$ cat src/rtl/scla_pkg.sv
`default_nettype none
// ----------------------------------------------------------------------------
// scla_pkg
// Shared codes, command and status types of the serial command line assembler.
// ----------------------------------------------------------------------------
package scla_pkg;

   localparam int unsigned BYTE_W = 8;

   // ascii control codes that edit the line
   localparam logic [BYTE_W-1:0] CH_SOH = 8'h01;
   localparam logic [BYTE_W-1:0] CH_STX = 8'h02;
   localparam logic [BYTE_W-1:0] CH_ETX = 8'h03;
   localparam logic [BYTE_W-1:0] CH_BS  = 8'h08;
   localparam logic [BYTE_W-1:0] CH_LF  = 8'h0A;
   localparam logic [BYTE_W-1:0] CH_CR  = 8'h0D;
   localparam logic [BYTE_W-1:0] CH_ETB = 8'h17;
   localparam logic [BYTE_W-1:0] CH_ESC = 8'h1B;
   localparam logic [BYTE_W-1:0] CH_DEL = 8'h7F;

   // request command codes
   localparam logic CMD_CHAR = 1'b0;
   localparam logic CMD_READ = 1'b1;

   // edit buffer operations
   typedef enum logic [2:0] {
      ED_NONE,
      ED_STORE,
      ED_BACK,
      ED_RESTART,
      ED_RESTART_STORE,
      ED_TERM
   } ed_op_type;

   // controller to datapath commands
   typedef struct packed {
      ed_op_type ed_op;
      logic      copy_rd;
      logic      copy_end;
      logic      line_rd;
      logic      ring_pop;
      logic      rsp_load_line;
      logic      rsp_load_empty;
   } ctl_cmd_type;

   // datapath to controller status
   typedef struct packed {
      logic ring_empty;
      logic cnt_last;
      logic rd_last;
      logic out_free;
   } dp_stat_type;

endpackage : scla_pkg
`default_nettype wire

$ cat src/rtl/scla_ctrl.sv
`default_nettype none
// ----------------------------------------------------------------------------
// scla_ctrl
// Sequencer: decodes request words, runs the line copy and the line readout.
// ----------------------------------------------------------------------------
module scla_ctrl
   import scla_pkg::*;
(
   input  wire logic              clock,
   input  wire logic              reset,
   input  wire logic              req_valid,
   input  wire logic              req_cmd,
   input  wire logic [BYTE_W-1:0] req_char_in,
   output logic                   req_ready,
   input  wire dp_stat_type       stat,
   output ctl_cmd_type            cmd
);

   typedef enum logic [2:0] {
      ST_IDLE,
      ST_TERM,
      ST_COPY,
      ST_COPY_END,
      ST_RD_LOAD
   } state_type;

   state_type state_ff;
   state_type state_in;
   logic      accept;

   // a read request needs a free output register, characters do not
   assign req_ready = (state_ff == ST_IDLE) && (stat.out_free || (req_cmd == CMD_CHAR));
   assign accept    = req_valid && req_ready;

   // next state and commands
   always_comb begin
      state_in = state_ff;
      cmd      = '{ed_op: ED_NONE, default: 1'b0};
      unique case (state_ff)
         ST_IDLE: begin
            if (accept) begin
               if (req_cmd == CMD_CHAR) begin
                  unique case (req_char_in)
                     CH_ETB: begin
                        cmd.ed_op = ED_STORE;
                        state_in  = ST_TERM;
                     end
                     CH_CR, CH_ETX: begin
                        cmd.ed_op = ED_TERM;
                        state_in  = ST_COPY;
                     end
                     CH_BS, CH_DEL:         cmd.ed_op = ED_BACK;
                     CH_LF, CH_ESC, CH_STX: cmd.ed_op = ED_RESTART;
                     CH_SOH:                cmd.ed_op = ED_RESTART_STORE;
                     default:               cmd.ed_op = ED_STORE;
                  endcase
               end else if (stat.ring_empty) begin
                  cmd.rsp_load_empty = 1'b1;
               end else begin
                  cmd.line_rd = 1'b1;
                  state_in    = ST_RD_LOAD;
               end
            end
         end
         ST_TERM: begin
            cmd.ed_op = ED_TERM;
            state_in  = ST_COPY;
         end
         ST_COPY: begin
            cmd.copy_rd = 1'b1;
            if (stat.cnt_last) begin
               state_in = ST_COPY_END;
            end
         end
         ST_COPY_END: begin
            cmd.copy_end = 1'b1;
            state_in     = ST_IDLE;
         end
         ST_RD_LOAD: begin
            if (stat.out_free) begin
               cmd.rsp_load_line = 1'b1;
               if (stat.rd_last) begin
                  cmd.ring_pop = 1'b1;
                  state_in     = ST_IDLE;
               end else begin
                  cmd.line_rd = 1'b1;
               end
            end
         end
         default: state_in = ST_IDLE;
      endcase
   end

   // state register
   always_ff @(posedge clock) begin
      if (reset) begin
         state_ff <= ST_IDLE;
      end else begin
         state_ff <= state_in;
      end
   end

endmodule : scla_ctrl
`default_nettype wire

$ cat config.mk
export PLATFORM = sky130hd
export DESIGN_NAME = scla_ctrl
export DESIGN_NICKNAME = d
export VERILOG_FILES = /design/src/rtl/scla_pkg.sv /design/src/rtl/scla_ctrl.sv
export SDC_FILE = /design/constraint.sdc
export NUM_CORES = 1
export LEC_CHECK = 0
export BUFFER_PORTS_ARGS = -buffer_cell sky130_fd_sc_hd__clkbuf_2
export CAP_MARGIN = 0
export CELL_PAD_IN_SITES_DETAIL_PLACEMENT = 1
export CELL_PAD_IN_SITES_GLOBAL_PLACEMENT = 1
export CORE_AREA = 2 2 47 49
export CTS_CLUSTER_SIZE = 14
export DETAILED_ROUTE_END_ITERATION = 16
export DIE_AREA = 0 0 49 51
export PLACE_DENSITY_LB_ADDON = 0.1
export SYNTH_ARGS = -nofsm -noshare
export SYNTH_HDL_FRONTEND = slang
export SYNTH_SLANG_ARGS = --single-unit
$ cat constraint.sdc
create_clock -name clock -period 1.28 [get_ports clock]
set_input_delay 0.192 -clock clock [delete_from_list [all_inputs] [get_ports clock]]
set_output_delay 0.192 -clock clock [all_outputs]
set_load 0.05 [all_outputs]
==> run_results.csv <==
group,metric,value,unit
yosys,yosysWarnings,0,
routing,drt_first_iter_violations,16,
yosys,syn_nets,81,
flow_run,max_cap_violations,0,
clock_network,cts.sinks,3,
place,gp_congestion,0.799,
timing,tightest_slew,0.496,ns
yosys,syn_inst,65,
status,outcome,"finished, violations left",
timing,setup_slack,-0.430,ns
timing,finalCriticalPeriod,1.71,ns
worst_setup_path,worstSetupPathType,"in -> out",
cells_and_area,syn2layout_area_growth,203,%
yosys,synth.most_common_cell,"inv_1",
floorplanning,rows,17,
yosys,yosys.area_share.simple,41.0,%
timing,rsz0062_at_grt,"yes",
power_and_ir_drop,seqPwrFrac,16.4,%
clock_network,cts_tree,"done",
worst_setup_path,r2r.worst_path.cells,7,
timing,fin_worst_skew,0.00294,ns
cells_and_area,largest_reg_flops,3,
clock_network,clk_pin_slew_worst_paths,0.04,ns
global_route,antenna_found_initial,0,
yosys,synth-seq-cells,3,
timing,max_freq,585,MHz
timing,max_slew_margin,66.8,%
power_and_ir_drop,comb_power_share,52.2,%
floorplanning,dieArea,2500,um^2
yosys,synth_compound_area_share,34.0,%
yosys,synth-edff-count,0,
cells_and_area,final_nets,149,
cells_and_area,largestRegisters,"state_ff (3)",
global_route,grt_use_total,19.1,%
yosys,ys_types,33,
worst_setup_path,cp-end-kind,"output pin",
cells_and_area,fill_cells,224,
clock_network,cts_buffers,3,
timing,setup_viol,13,
timing,final.setup.tns,-3.51,ns
routing,routed_wirelength,3000,um
yosys,synth-adder-area-share,0,%
global_route,grt_start_max_net_pins,11,
yosys,synthMuxAreaShare,2.14,%
yosys,synth.area.top_cells,"dfxtp_1 13%, nor4_1 6.7%, a2111oi_4 5.9%, inv_1 5.6%, o21ai_0 5.4%",
power_and_ir_drop,p_int,353,uW
worst_setup_path,arrival,1.52,ns
place,hpwl,1610,um
cells_and_area,seqCellArea,71.3,um^2
floorplanning,ios,26,
clock_network,cts_root_buffer,"clkbuf_4",
floorplanning,die_w,49,um
worst_setup_path,timing.rr.start,"state_ff[2]",
worst_setup_path,cp.required,1.09,ns
power_and_ir_drop,ir_drop,0.366,mV
global_route,grt_pass1_wl,3750,um
place,dp_slack,-0.495,ns
yosys,synth_area,467,um^2
status,violations,"setup timing",
cells_and_area,drive_above_1_share,79.5,%
worst_setup_path,worstPathMaxFanout,4,
yosys,synth_common_cells,"7 x inv_1, 5 x nor2_1, 5 x nor4_1, 5 x o21ai_0, 4 x a21oi_1",
routing,firstDrtPassIters,4,
routing,avgRoutedWirePerCell,18.8,um
timing,post-route-period-util,134,%
min_path,min_path_type,"in -> reg",
power_and_ir_drop,power_density,397,nW/um^2
clock_network,clk_latency,0.24,ns
yosys,synthArstFlopShare,0,%
yosys,synth_ff_type,"dfxtp_1",
place,port_buffers,25,
worst_setup_path,startpoint,"req_char_in[7]",
power_and_ir_drop,p_sw_share,37.2,%
power_and_ir_drop,finalPower,562,uW
clock_network,htree_levels,1,
power_and_ir_drop,clock_power_share,31.3,%
routing,drc,0,
timing,slew_viol_final,0,
timing,holdWs,0.204,ns
routing,avgViaCountPerCell,5.23,
worst_setup_path,rrSetupSlack,-0.24,ns
worst_setup_path,worst_setup_path_endpoint,"cmd[6]",
global_route,overflow,0,
routing,antenna_left,0,
yosys,syn_avg_cell_area,7.18,um^2
cells_and_area,regMostFlops,"state_ff",
worst_setup_path,cp-start-kind,"input port",
yosys,synth_top_family_by_area,"simple AND/OR/NAND/NOR gates",
yosys,yosysTopAreaCell,"dfxtp_1",
cells_and_area,n_antenna_cell,0,
routing,routed-via-count,836,
yosys,synth_xor_area_share,0,%
timing,hold_viol,0,
floorplanning,die_h,51,um
cells_and_area,multi_input_area,613,um^2
floorplanning,design.core.area,2060,um^2
power_and_ir_drop,power_leakage,0.000583,uW
clock_network,cts_hold_buf,0,
yosys,yosysSeqAreaShare,12.9,%
global_route,grt_pass1_vias,840,
floorplanning,initial_core_util,22.6,%
power_and_ir_drop,p_sw,209,uW
yosys,yosysTopAreaCellShare,12.9,%
worst_setup_path,r2r-end,"state_ff[1]",
clock_network,clk_path_buf_depth,2,
power groups by stage:
stage               clock, uW  sequential, uW  combinational [uW]
floorplan                   0            97.1                89.4
global placement            0            98.1                 212
detailed placement          0            98.2                 216
CTS                       173            92.2                 245
global route              195            92.2                 308
finish                    176            92.3                 293
placed cells by master (no fill, tap or decap), types with 2 or more instances in the layout:
cell / netlist / routed
buf_4: 0 / 29
clkbuf_2: 0 / 14
buf_6: 1 / 12
inv_1: 7 / 6
buf_12: 0 / 5
nor4_4: 0 / 4
nor2_1: 5 / 3
nand2b_1: 3 / 3
clkbuf_4: 0 / 3
clkbuf_16: 0 / 3
buf_8: 0 / 3
dfxtp_4: 0 / 3
a2111oi_4: 1 / 2
nand3_1: 3 / 2
o21ai_0: 5 / 2
nor2_4: 0 / 2
nand3b_1: 2 / 2
o21ai_4: 0 / 2
and2_4: 0 / 2
a21oi_2: 0 / 2
routing by layer:
layer	global-route usage, %	part of all wire, %
met5	0	0
met1	23.1	40
met3	2.05	3.0
met2	36.3	55
met4	4.29	1.9
metrics by stage:
step | utilization [%] | area, um^2 | instances
floorplan | - | 559 | 65
global placement | 47.7 | 983 | 145
detailed placement | 47.7 | 983 | 145
CTS | 59.8 | 1230 | 154
global route | 68.6 | 1420 | 160
finish | 68.6 | 1420 | 160
worst min-delay path by stage:
stage / from / to / slack, ns / cells past startpoint
2_1_floorplan: reset / state_ff[2] / 0.25 / 1
3_3_place_gp: reset / state_ff[2] / 0.40 / 2
3_5_place_dp: reset / state_ff[2] / 0.40 / 2
4_1_cts: reset / state_ff[2] / 0.15 / 2
5_1_grt: reset / state_ff[2] / 0.21 / 2
6_report: reset / state_ff[2] / 0.20 / 2
logic make-up after synthesis:
| kind of cell | count (synthesis) |
|---|---|
| multiplexers | 1 |
| buffers and inverters | 10 |
| AO/OA/AOI/OAI | 20 |
| AND/OR/NAND/NOR | 31 |
| flip-flops | 3 |
repair_timing:
item / in CTS / in global routing
hold endpoints to repair: 0 / 0
pin swaps: 12 / 9
gates cloned: 0 / 0
setup endpoints to repair: 13 / 13
gates resized for setup: 37 / 27
setup buffers: 7 / 9
area by class of cell:
type	count	area share [%]
flip-flops and latches	3	5.04
inverters	7	1.86
repair buffers	66	45.4
well taps	28	2.48
clock buffers	4	1.86
multi-input cells	52	43.3
worst max-delay path, cell delays in order:
cell	delay (ns)
buf_6	0.09
or4_4	0.59
nor4_4	0.18
o21ai_2	0.09
a22o_4	0.23
buf_12	0.14
Power figures use the tool's default switching activity.
